==> src/hw/rtl/stt_pkg.sv <==
package stt_pkg;

    typedef struct packed {
        logic [7:0] text_byte;
        logic       end_marker;
    } t_in_item;

    typedef struct packed {
        logic [5:0]  token_kind;
        logic [15:0] start_offset;
        logic [15:0] end_offset;
        logic        last_of_run;
    } t_out_item;

    typedef enum logic [3:0] {
        M_IDLE     = 4'd0,
        M_SLASH    = 4'd1,
        M_COMMENT  = 4'd2,
        M_IDENT    = 4'd3,
        M_NUM_INT  = 4'd4,
        M_NUM_DOT  = 4'd5,
        M_NUM_FRAC = 4'd6,
        M_STRING   = 4'd7,
        M_PAIR     = 4'd8
    } t_mode;

    localparam logic [5:0] K_IDENT  = 6'd0;
    localparam logic [5:0] K_NUMBER = 6'd1;
    localparam logic [5:0] K_STRING = 6'd2;
    localparam logic [5:0] K_LPAREN = 6'd3;
    localparam logic [5:0] K_RPAREN = 6'd4;
    localparam logic [5:0] K_LBRACE = 6'd5;
    localparam logic [5:0] K_RBRACE = 6'd6;
    localparam logic [5:0] K_MINUS  = 6'd7;
    localparam logic [5:0] K_PLUS   = 6'd8;
    localparam logic [5:0] K_STAR   = 6'd9;
    localparam logic [5:0] K_SLASH  = 6'd10;
    localparam logic [5:0] K_ASSIGN = 6'd11;
    localparam logic [5:0] K_EQ     = 6'd12;
    localparam logic [5:0] K_BANG   = 6'd13;
    localparam logic [5:0] K_NE     = 6'd14;
    localparam logic [5:0] K_LT     = 6'd15;
    localparam logic [5:0] K_LE     = 6'd16;
    localparam logic [5:0] K_GT     = 6'd17;
    localparam logic [5:0] K_GE     = 6'd18;
    localparam logic [5:0] K_AND    = 6'd19;
    localparam logic [5:0] K_OR     = 6'd20;
    localparam logic [5:0] K_SEMI   = 6'd21;
    localparam logic [5:0] K_COLON  = 6'd22;
    localparam logic [5:0] K_COMMA  = 6'd23;
    localparam logic [5:0] K_DOT    = 6'd24;
    localparam logic [5:0] K_KW0    = 6'd25;
    localparam logic [5:0] K_ERROR  = 6'd37;
    localparam logic [5:0] K_END    = 6'd38;

    localparam int MAX_TOK = 4;

    // one token slot of the per-byte result set
    typedef struct packed {
        logic [5:0]  kind;
        logic [15:0] s;
        logic [15:0] e;
    } t_tok;

    // keyword text, byte i at bits 8i+7..8i, zero padded
    function automatic logic [63:0] kw_text(input logic [3:0] k);
        case (k)
            4'd0:    kw_text = 64'h0000_0074_736E_6F63; // const
            4'd1:    kw_text = 64'h0000_0000_6573_6C65; // else
            4'd2:    kw_text = 64'h0000_0000_6D75_6E65; // enum
            4'd3:    kw_text = 64'h0000_0065_736C_6166; // false
            4'd4:    kw_text = 64'h0000_0000_0000_6E66; // fn
            4'd5:    kw_text = 64'h006E_6769_6572_6F66; // foreign
            4'd6:    kw_text = 64'h0000_0000_0000_6669; // if
            4'd7:    kw_text = 64'h0000_0000_0074_656C; // let
            4'd8:    kw_text = 64'h0000_6E72_7574_6572; // return
            4'd9:    kw_text = 64'h0000_7463_7572_7473; // struct
            4'd10:   kw_text = 64'h0000_0000_6575_7274; // true
            4'd11:   kw_text = 64'h0000_0065_6C69_6877; // while
            default: kw_text = 64'h0;
        endcase
    endfunction

    function automatic logic [3:0] kw_len(input logic [3:0] k);
        case (k)
            4'd0, 4'd3, 4'd11:        kw_len = 4'd5;
            4'd1, 4'd2, 4'd10:        kw_len = 4'd4;
            4'd4, 4'd6:               kw_len = 4'd2;
            4'd5:                     kw_len = 4'd7;
            4'd7:                     kw_len = 4'd3;
            4'd8, 4'd9:               kw_len = 4'd6;
            default:                  kw_len = 4'd0;
        endcase
    endfunction

    function automatic logic is_alpha(input logic [7:0] c);
        is_alpha = (c >= 8'h61 && c <= 8'h7A) || (c >= 8'h41 && c <= 8'h5A) || c == 8'h5F;
    endfunction

    function automatic logic is_digit(input logic [7:0] c);
        is_digit = c >= 8'h30 && c <= 8'h39;
    endfunction

    function automatic logic [5:0] pair_kind(input logic [7:0] h, input logic paired);
        case (h)
            8'h3D:   pair_kind = paired ? K_EQ : K_ASSIGN;
            8'h21:   pair_kind = paired ? K_NE : K_BANG;
            8'h3C:   pair_kind = paired ? K_LE : K_LT;
            8'h3E:   pair_kind = paired ? K_GE : K_GT;
            8'h26:   pair_kind = paired ? K_AND : K_ERROR;
            default: pair_kind = paired ? K_OR : K_ERROR;
        endcase
    endfunction

    function automatic logic [5:0] single_kind(input logic [7:0] b);
        case (b)
            8'h28:   single_kind = K_LPAREN;
            8'h29:   single_kind = K_RPAREN;
            8'h7B:   single_kind = K_LBRACE;
            8'h7D:   single_kind = K_RBRACE;
            8'h2D:   single_kind = K_MINUS;
            8'h2B:   single_kind = K_PLUS;
            8'h2A:   single_kind = K_STAR;
            8'h3B:   single_kind = K_SEMI;
            8'h3A:   single_kind = K_COLON;
            8'h2C:   single_kind = K_COMMA;
            8'h2E:   single_kind = K_DOT;
            default: single_kind = K_ERROR;
        endcase
    endfunction

endpackage

==> src/hw/rtl/source_text_tokenizer_unit.sv <==
// Tokenizer: one source byte per transaction, up to three tokens per byte.
// Tokens of a byte are registered and appear the cycle after it is accepted.
// Throughput: one byte per cycle when each byte yields at most one token and i_stall is low;
// a byte that yields several tokens holds the output register until its last token leaves.
// Reset (synchronous, active low) returns the scanner to idle at offset zero.
module source_text_tokenizer_unit
    import stt_pkg::*;
#(
    parameter int OFFSET_BITS   = 16,
    parameter int KEYWORD_CHARS = 7
) (
    input  logic      i_clk,
    input  logic      i_rst_n,
    input  logic      i_valid,
    output logic      o_stall,
    input  t_in_item  i_item,
    output logic      o_valid,
    input  logic      i_stall,
    output t_out_item o_item
);
    localparam logic [OFFSET_BITS-1:0] OFF_MAX = '1;

    t_mode                      r_mode, n_mode;
    logic [OFFSET_BITS-1:0]     r_off, n_off, r_beg, n_beg;
    logic [7:0]                 r_held, n_held;
    logic [8*KEYWORD_CHARS-1:0] r_pre, n_pre;
    logic [3:0]                 r_len, n_len;

    logic       accept, free;
    logic [5:0] wkind;
    logic [2:0] cnt;
    t_tok       tok [MAX_TOK];

    assign o_stall = !free;
    assign accept  = i_valid && free;

    stt_kw_match #(.KEYWORD_CHARS(KEYWORD_CHARS)) u_kw (
        .i_prefix (r_pre),
        .i_len    (r_len),
        .o_kind   (wkind)
    );

    // next-state and token generation for one byte
    always_comb begin
        logic [7:0]             b;
        logic [OFFSET_BITS-1:0] pos, nxt, bef;
        logic                   take;
        logic [15:0]            p16, n16, b16, t16;
        b    = i_item.text_byte;
        pos  = r_off;
        nxt  = (pos < OFF_MAX) ? pos + 1'b1 : OFF_MAX;
        bef  = (pos != '0) ? pos - 1'b1 : '0;
        p16  = 16'(pos);
        n16  = 16'(nxt);
        b16  = 16'(bef);
        t16  = 16'(r_beg);
        n_mode = r_mode; n_off = r_off; n_beg = r_beg;
        n_held = r_held; n_pre = r_pre; n_len = r_len;
        cnt  = 3'd0;
        take = 1'b0;
        for (int i = 0; i < MAX_TOK; i++) tok[i] = '0;

        if (i_item.end_marker) begin
            // flush pending token, then end token
            case (r_mode)
                M_SLASH:  begin tok[0] = '{K_SLASH, t16, p16}; cnt = 3'd1; end
                M_IDENT:  begin tok[0] = '{wkind, t16, p16}; cnt = 3'd1; end
                M_NUM_INT, M_NUM_FRAC: begin
                    tok[0] = '{K_NUMBER, t16, p16}; cnt = 3'd1;
                end
                M_NUM_DOT: begin
                    tok[0] = '{K_NUMBER, t16, b16};
                    tok[1] = '{K_DOT, b16, p16}; cnt = 3'd2;
                end
                M_STRING: begin tok[0] = '{K_ERROR, t16, p16}; cnt = 3'd1; end
                M_PAIR: begin
                    tok[0] = '{pair_kind(r_held, 1'b0), t16, p16}; cnt = 3'd1;
                end
                default: ;
            endcase
            tok[cnt[1:0]] = '{K_END, p16, p16};
            cnt    = cnt + 3'd1;
            n_mode = M_IDLE; n_off = '0; n_beg = '0;
            n_held = '0; n_pre = '0; n_len = '0;
        end else begin
            case (r_mode)
                M_IDLE: take = 1'b1;
                M_SLASH: begin
                    if (b == 8'h2F) n_mode = M_COMMENT;
                    else begin tok[0] = '{K_SLASH, t16, p16}; cnt = 3'd1; take = 1'b1; end
                end
                M_COMMENT: if (b == 8'h0A) take = 1'b1;
                M_IDENT: begin
                    if (is_alpha(b) || is_digit(b)) begin
                        for (int i = 0; i < KEYWORD_CHARS; i++)
                            if (r_len == 4'(i)) n_pre[8*i +: 8] = r_pre[8*i +: 8] | b;
                        if (r_len != 4'd15) n_len = r_len + 4'd1;
                    end else begin
                        tok[0] = '{wkind, t16, p16}; cnt = 3'd1; take = 1'b1;
                    end
                end
                M_NUM_INT: begin
                    if (b == 8'h2E) n_mode = M_NUM_DOT;
                    else if (!is_digit(b)) begin
                        tok[0] = '{K_NUMBER, t16, p16}; cnt = 3'd1; take = 1'b1;
                    end
                end
                M_NUM_DOT: begin
                    if (is_digit(b)) n_mode = M_NUM_FRAC;
                    else begin
                        tok[0] = '{K_NUMBER, t16, b16};
                        tok[1] = '{K_DOT, b16, p16}; cnt = 3'd2; take = 1'b1;
                    end
                end
                M_NUM_FRAC: begin
                    if (!is_digit(b)) begin
                        tok[0] = '{K_NUMBER, t16, p16}; cnt = 3'd1; take = 1'b1;
                    end
                end
                M_STRING: begin
                    if (b == 8'h22) begin
                        tok[0] = '{K_STRING, t16, n16}; cnt = 3'd1; n_mode = M_IDLE;
                    end else if (b == 8'h0A) begin
                        tok[0] = '{K_ERROR, t16, p16}; cnt = 3'd1; take = 1'b1;
                    end
                end
                M_PAIR: begin
                    if (b == ((r_held == 8'h26 || r_held == 8'h7C) ? r_held : 8'h3D)) begin
                        tok[0] = '{pair_kind(r_held, 1'b1), t16, n16}; cnt = 3'd1;
                        n_mode = M_IDLE;
                    end else begin
                        tok[0] = '{pair_kind(r_held, 1'b0), t16, p16}; cnt = 3'd1;
                        take = 1'b1;
                    end
                end
                default: take = 1'b1;
            endcase
            // start of a new token from idle
            if (take) begin
                n_mode = M_IDLE;
                n_beg  = pos;
                if (b == 8'h20 || b == 8'h09 || b == 8'h0D || b == 8'h0A) begin
                    n_mode = M_IDLE;
                end else if (b == 8'h2F) begin
                    n_mode = M_SLASH;
                end else if (is_alpha(b)) begin
                    n_pre        = '0;
                    n_pre[7:0]   = b;
                    n_len        = 4'd1;
                    n_mode       = M_IDENT;
                end else if (is_digit(b)) begin
                    n_mode = M_NUM_INT;
                end else if (b == 8'h22) begin
                    n_mode = M_STRING;
                end else if (b == 8'h3D || b == 8'h21 || b == 8'h3C || b == 8'h3E
                        || b == 8'h26 || b == 8'h7C) begin
                    n_held = b;
                    n_mode = M_PAIR;
                end else begin
                    tok[cnt[1:0]] = '{single_kind(b), p16, n16};
                    cnt = cnt + 3'd1;
                end
            end
            n_off = nxt;
        end
    end

    // scanner state
    always_ff @(posedge i_clk) begin
        if (!i_rst_n) begin
            r_mode <= M_IDLE;
            r_off  <= '0;
            r_beg  <= '0;
            r_held <= '0;
            r_pre  <= '0;
            r_len  <= '0;
        end else if (accept) begin
            r_mode <= n_mode;
            r_off  <= n_off;
            r_beg  <= n_beg;
            r_held <= n_held;
            r_pre  <= n_pre;
            r_len  <= n_len;
        end
    end

    stt_out_queue u_q (
        .i_clk   (i_clk),
        .i_rst_n (i_rst_n),
        .i_load  (accept),
        .i_cnt   (cnt),
        .i_tok   (tok),
        .o_free  (free),
        .o_valid (o_valid),
        .i_stall (i_stall),
        .o_item  (o_item)
    );
endmodule

==> src/hw/rtl/stt_kw_match.sv <==
module stt_kw_match
    import stt_pkg::*;
#(
    parameter int KEYWORD_CHARS = 7
) (
    input  logic [8*KEYWORD_CHARS-1:0] i_prefix,
    input  logic [3:0]                 i_len,
    output logic [5:0]                 o_kind
);
    // twelve parallel compares against the stored identifier prefix
    always_comb begin
        logic [63:0] pre;
        pre    = 64'(i_prefix);
        o_kind = K_IDENT;
        for (int k = 11; k >= 0; k--) begin
            if (i_len == kw_len(4'(k)) && kw_len(4'(k)) <= 4'(KEYWORD_CHARS)
                    && pre == kw_text(4'(k))) begin
                o_kind = K_KW0 + 6'(k);
            end
        end
    end
endmodule

==> src/hw/rtl/stt_out_queue.sv <==
module stt_out_queue
    import stt_pkg::*;
(
    input  logic      i_clk,
    input  logic      i_rst_n,
    input  logic      i_load,
    input  logic [2:0] i_cnt,
    input  t_tok      i_tok [MAX_TOK],
    output logic      o_free,
    output logic      o_valid,
    input  logic      i_stall,
    output t_out_item o_item
);
    logic [2:0] r_cnt, r_idx;
    t_tok       r_tok [MAX_TOK];
    logic       busy;

    assign busy    = r_cnt != 3'd0;
    assign o_valid = busy;
    // free next edge when empty or last token leaves now
    assign o_free  = !busy || (!i_stall && r_idx + 3'd1 == r_cnt);

    always_comb begin
        o_item.token_kind   = r_tok[r_idx[1:0]].kind;
        o_item.start_offset = r_tok[r_idx[1:0]].s;
        o_item.end_offset   = r_tok[r_idx[1:0]].e;
        o_item.last_of_run  = r_idx + 3'd1 == r_cnt;
    end

    // token set register, drained one transaction per cycle while i_stall is low
    always_ff @(posedge i_clk) begin
        if (!i_rst_n) begin
            r_cnt <= 3'd0;
            r_idx <= 3'd0;
        end else if (i_load) begin
            r_cnt <= i_cnt;
            r_idx <= 3'd0;
            r_tok <= i_tok;
        end else if (busy && !i_stall) begin
            if (r_idx + 3'd1 == r_cnt) begin
                r_cnt <= 3'd0;
                r_idx <= 3'd0;
            end else begin
                r_idx <= r_idx + 3'd1;
            end
        end
    end
endmodule
==> config.mk <==
export PLATFORM = sky130hd
export DESIGN_NAME = source_text_tokenizer_unit
export DESIGN_NICKNAME = d
export VERILOG_FILES = /design/src/hw/rtl/stt_pkg.sv /design/src/hw/rtl/source_text_tokenizer_unit.sv /design/src/hw/rtl/stt_kw_match.sv /design/src/hw/rtl/stt_out_queue.sv
export SDC_FILE = /design/constraint.sdc
export NUM_CORES = 1
export LEC_CHECK = 0
export ABC_AREA = 1
export BUFFER_PORTS_ARGS = -buffer_cell sky130_fd_sc_hd__buf_2
export CAP_MARGIN = 15
export CELL_PAD_IN_SITES_DETAIL_PLACEMENT = 0
export CELL_PAD_IN_SITES_GLOBAL_PLACEMENT = 2
export CORE_ASPECT_RATIO = 2
export CORE_MARGIN = 1.5
export CORE_UTILIZATION = 38
export CTS_BUF_LIST = sky130_fd_sc_hd__clkbuf_2
export CTS_CLUSTER_SIZE = 25
export DETAILED_ROUTE_END_ITERATION = 8
export PLACE_DENSITY_LB_ADDON = 0.1
export SYNTH_ARGS = -nofsm -noshare
export SYNTH_HDL_FRONTEND = slang
export SYNTH_SLANG_ARGS = --single-unit
==> constraint.sdc <==
create_clock -name i_clk -period 6.2 [get_ports i_clk]
set_input_delay 1.24 -clock i_clk [delete_from_list [all_inputs] [get_ports i_clk]]
set_output_delay 1.24 -clock i_clk [all_outputs]
set_load 0.02 [all_outputs]
==> results.yml <==
run_status:
  status: "finished, violations left"
  failed_checks: "DRC"
timing:
  timing.final.hold_violations: 0
  worst_hold_slack_ns: 0.432
  totalNegativeSetupSlack_ns: 0
  setup_repair_after_global_routing_missed_its_margin: "false"
  tightest_slew_ns: 0.918
  report.final.slew_viol_count: 0
  period_share_pct: 72.8
  slew-limit-headroom_pct: 38.8
  minimum_period_implied_by_the_final_worst_setup_slack_ns: 4.51
  timing.clock.skew_ns: 0.111
  final-setup-viol-count: 0
  max_freq_mhz: 222
power:
  leakage_nw: 7.16
  power.density_cell_area_nw_per_um2: 334
  irDropWorstVdd_uv: 324
  design_power_total_mw: 6.15
synthesis:
  synth_top_family_by_area: "simple AND/OR/NAND/NOR gates"
  synthesis.nets: 2405
  synth_cells: 2377
  fraction_of_the_yosys_area_taken_by_sequential_cells_pct: 39.5
  yosysTopAreaCellShare_pct: 26.6
  warning_count_from_the_yosys_run: 0
  mux_share_of_post_synthesis_cell_area_pct: 0
  predominant_post_synthesis_flop_cell: "sky130_fd_sc_hd__edfxtp_1"
  synth-simple-area-share_pct: 30.2
  synth_compound_gate_area_share_pct: 18.9
  synth_top_cell_by_area: "sky130_fd_sc_hd__edfxtp_1"
  post_synth_edffs: 152
  syn-cell-area_um2: 17200
  post_synth_most_frequent_cells: "408 x sky130_fd_sc_hd__nand2_1, 345 x sky130_fd_sc_hd__nor2_1, 232 x sky130_fd_sc_hd__inv_1"
  synth.top_cells.by_area: "sky130_fd_sc_hd__edfxtp_1 27%, sky130_fd_sc_hd__dfxtp_1 13%, sky130_fd_sc_hd__nand2_1 8.9%"
  post_synth.cell_area_avg_um2: 7.22
  postSynthRegisterBits: 262
  leading_cell_type_by_number_of_instances_after_synthesis: "sky130_fd_sc_hd__nand2_1"
  asyncSetResetFlopFracSynth_pct: 0
  yosys.area_share.xor_xnor_pct: 1.02
  post_synth_num_cell_types: 61
  synth_adder_area_share_pct: 1.09
floorplan:
  std_cell_rows: 110
  io_pins: 54
  start_util_pct: 38.3
  die_area_um2: 46500
  die_w_um: 153
  fp.coreArea_um2: 44700
  chipHeight_um: 303
final_layout:
  final_layout_size_suffix_gt1_share_pct: 12.7
  design.final.nets: 2425
  utilization_pct: 41.2
  design_area_um2: 18400
  layout-area-overhead-vs-synth_pct: 7.40
  nFillCells: 4855
clock_tree:
  hold_buffers: 0
  cts_num_sinks: 262
  clock_tree.root_cell: "sky130_fd_sc_hd__clkbuf_2"
  cts_post_setup_buffers_inserted: 0
  cts_tree: "built"
  worst_path_clk_slew_ns: 0.10
  h_tree_levels: 3
  numCtsBuffers: 66
  resize_count_post_cts: 0
  cts-root-to-sink-buffers: 3
  clock_latency_ns: 1.03
min_path:
  hold_path_class: "flop to flop"
worst_setup_path:
  crit_path_max_fanout: 22
  worstPathArrival_ns: 3.27
  critical_setup_path_kind: "flop to output port"
  endpoint_kind: "output port"
  required_ns: 4.96
  crit_path_start_kind: "flop"
global_route:
  grt_remaining_overflow: 0
  wire_length_of_the_first_global_routing_pass_um: 103000
  grt_max_degree: 93
  globalRouteTotalUtil_pct: 29.4
  antenna_found_initial: 3
  grt_pass1_vias: 16294
detailed_routing:
  detail_route.iter0.violations: 1486
  num_vias: 17116
  routed_wl_um: 68600
  remaining_drc_errors: 11
  detail_route.first_pass.iterations: 9
  wl_per_cell_um: 22.8
  antenna_violating_nets_post_route: 0
  via_per_inst: 5.69
flow_run:
  cap_viol_max_count: 0
place:
  quantity_of_i_o_buffers_inserted_on_ports: 53
  gpl.final_weighted_congestion: 0.949
  placedInstanceArea_um2: 17800
  place_hpwl_um: 50700
==> power breakdown <==
part | internal (mW) | total [mW] | switching, mW
clock network | 0.551 | 1.34 | 0.786
registers | 2.08 | 2.17 | 0.0891
logic | 0.582 | 2.65 | 2.07
==> kinds of logic (layout without fill, tap and decap cells) <==
| logic type | count (synthesis) | in the layout |
|---|---|---|
| and+or+nand+nor | 1136 | 1136 |
| AOI/OAI and AO/OA | 554 | 554 |
| buffers and inverters | 390 | 460 |
| DFF | 262 | 262 |
| xor gates and xnor gates | 20 | 20 |
| adders and majority gates | 15 | 15 |
| other | 0 | 2 |
==> critical path, cell delays in order, from the launching register on <==
cell                      delay [ns]
sky130_fd_sc_hd__dfxtp_1        0.50
sky130_fd_sc_hd__inv_1          0.63
sky130_fd_sc_hd__buf_4          0.35
sky130_fd_sc_hd__o21ai_0        0.12
sky130_fd_sc_hd__o22ai_1        0.43
sky130_fd_sc_hd__buf_2          0.27
==> path summary, 6_finish.rpt <==
check	start	endpoint	slack, ns	depth (start not counted)
hold reg to reg	r_pre[15]$_SDFFE_PN0P_	r_pre[15]$_SDFFE_PN0P_	0.43	2
setup reg to reg	r_mode[1]$_SDFFE_PN0P_	u_q.r_tok[99]$_DFFE_PP_	1.76	15
hold / removal	r_pre[15]$_SDFFE_PN0P_	r_pre[15]$_SDFFE_PN0P_	0.43	2
setup / recovery	u_q.r_idx[1]$_SDFFE_PP0P_	o_item[12]	1.69	5
==> cell type report <==
class	count	area (µm²)	share of cell area [%]
Multi-Input combinational cell	1725	8800	47.8
Sequential cell	262	6770	36.7
Clock inverter	18	153	0.829
Antenna cell	2	5.00	0.0272
Inverter	262	1000	5.44
Tap cell	560	701	3.80
Timing Repair Buffer	80	493	2.68
Clock buffer	100	500	2.72
==> per-stage QoR <==
step / instances / setup WS, ns
detailed placement: 2889 / 1.36
global placement: 2889 / 1.44
floorplan: 2377 / 0.935
CTS: 3007 / 1.43
global route: 3009 / 1.46
finish: 3009 / 1.69
==> routing by layer <==
metal | global-route usage (%) | wire length (µm) | up-vias
met5 | 0 | 13 | -
met4 | 12.4 | 2610 | 2
met1 | 38.7 | 29700 | 8092
met3 | 4.33 | 4400 | 155
met2 | 48.3 | 31800 | 650
li1 | - | - | 8217
==> sequential cells by signal, indices dropped and copies added, names as in the netlist <==
name,count
r_beg,16
r_held,8
r_len,4
r_mode,4
r_off,16
r_pre,56
u_q.r_cnt,3
u_q.r_idx,3
u_q.r_tok,152
==> cells in the final DEF (no fill, tap or decap), drive strengths merged <==
cell type / Yosys / layout
buf: 46 / 80
inv: 251 / 251
nand2: 440 / 440
a31oi: 7 / 7
or2: 8 / 8
o21a: 3 / 3
a2111oi: 1 / 1
o311ai: 1 / 1
o21bai: 7 / 7
nor3: 62 / 62
nand3: 195 / 195
o221ai: 1 / 1
o22ai: 113 / 113
nor2: 360 / 360
clkbuf: 82 / 100
and3: 1 / 1
a21boi: 5 / 5
o211ai: 24 / 24
a21oi: 116 / 116
a211o: 1 / 1
o2111ai: 3 / 3
a211oi: 4 / 4
clkinv: 11 / 25
bufinv: 0 / 3
nor4: 7 / 7
a22oi: 9 / 9
nand3b: 5 / 5
xor2: 19 / 19
o31ai: 26 / 26
ha: 15 / 15
dfxtp: 110 / 110
diode: 0 / 2
nand4: 55 / 55
o21ai: 233 / 233
nor3b: 3 / 3
edfxtp: 152 / 152
clkinvlp: 0 / 1
xnor2: 1 / 1
No activity file was read; power rests on OpenSTA's default activity.
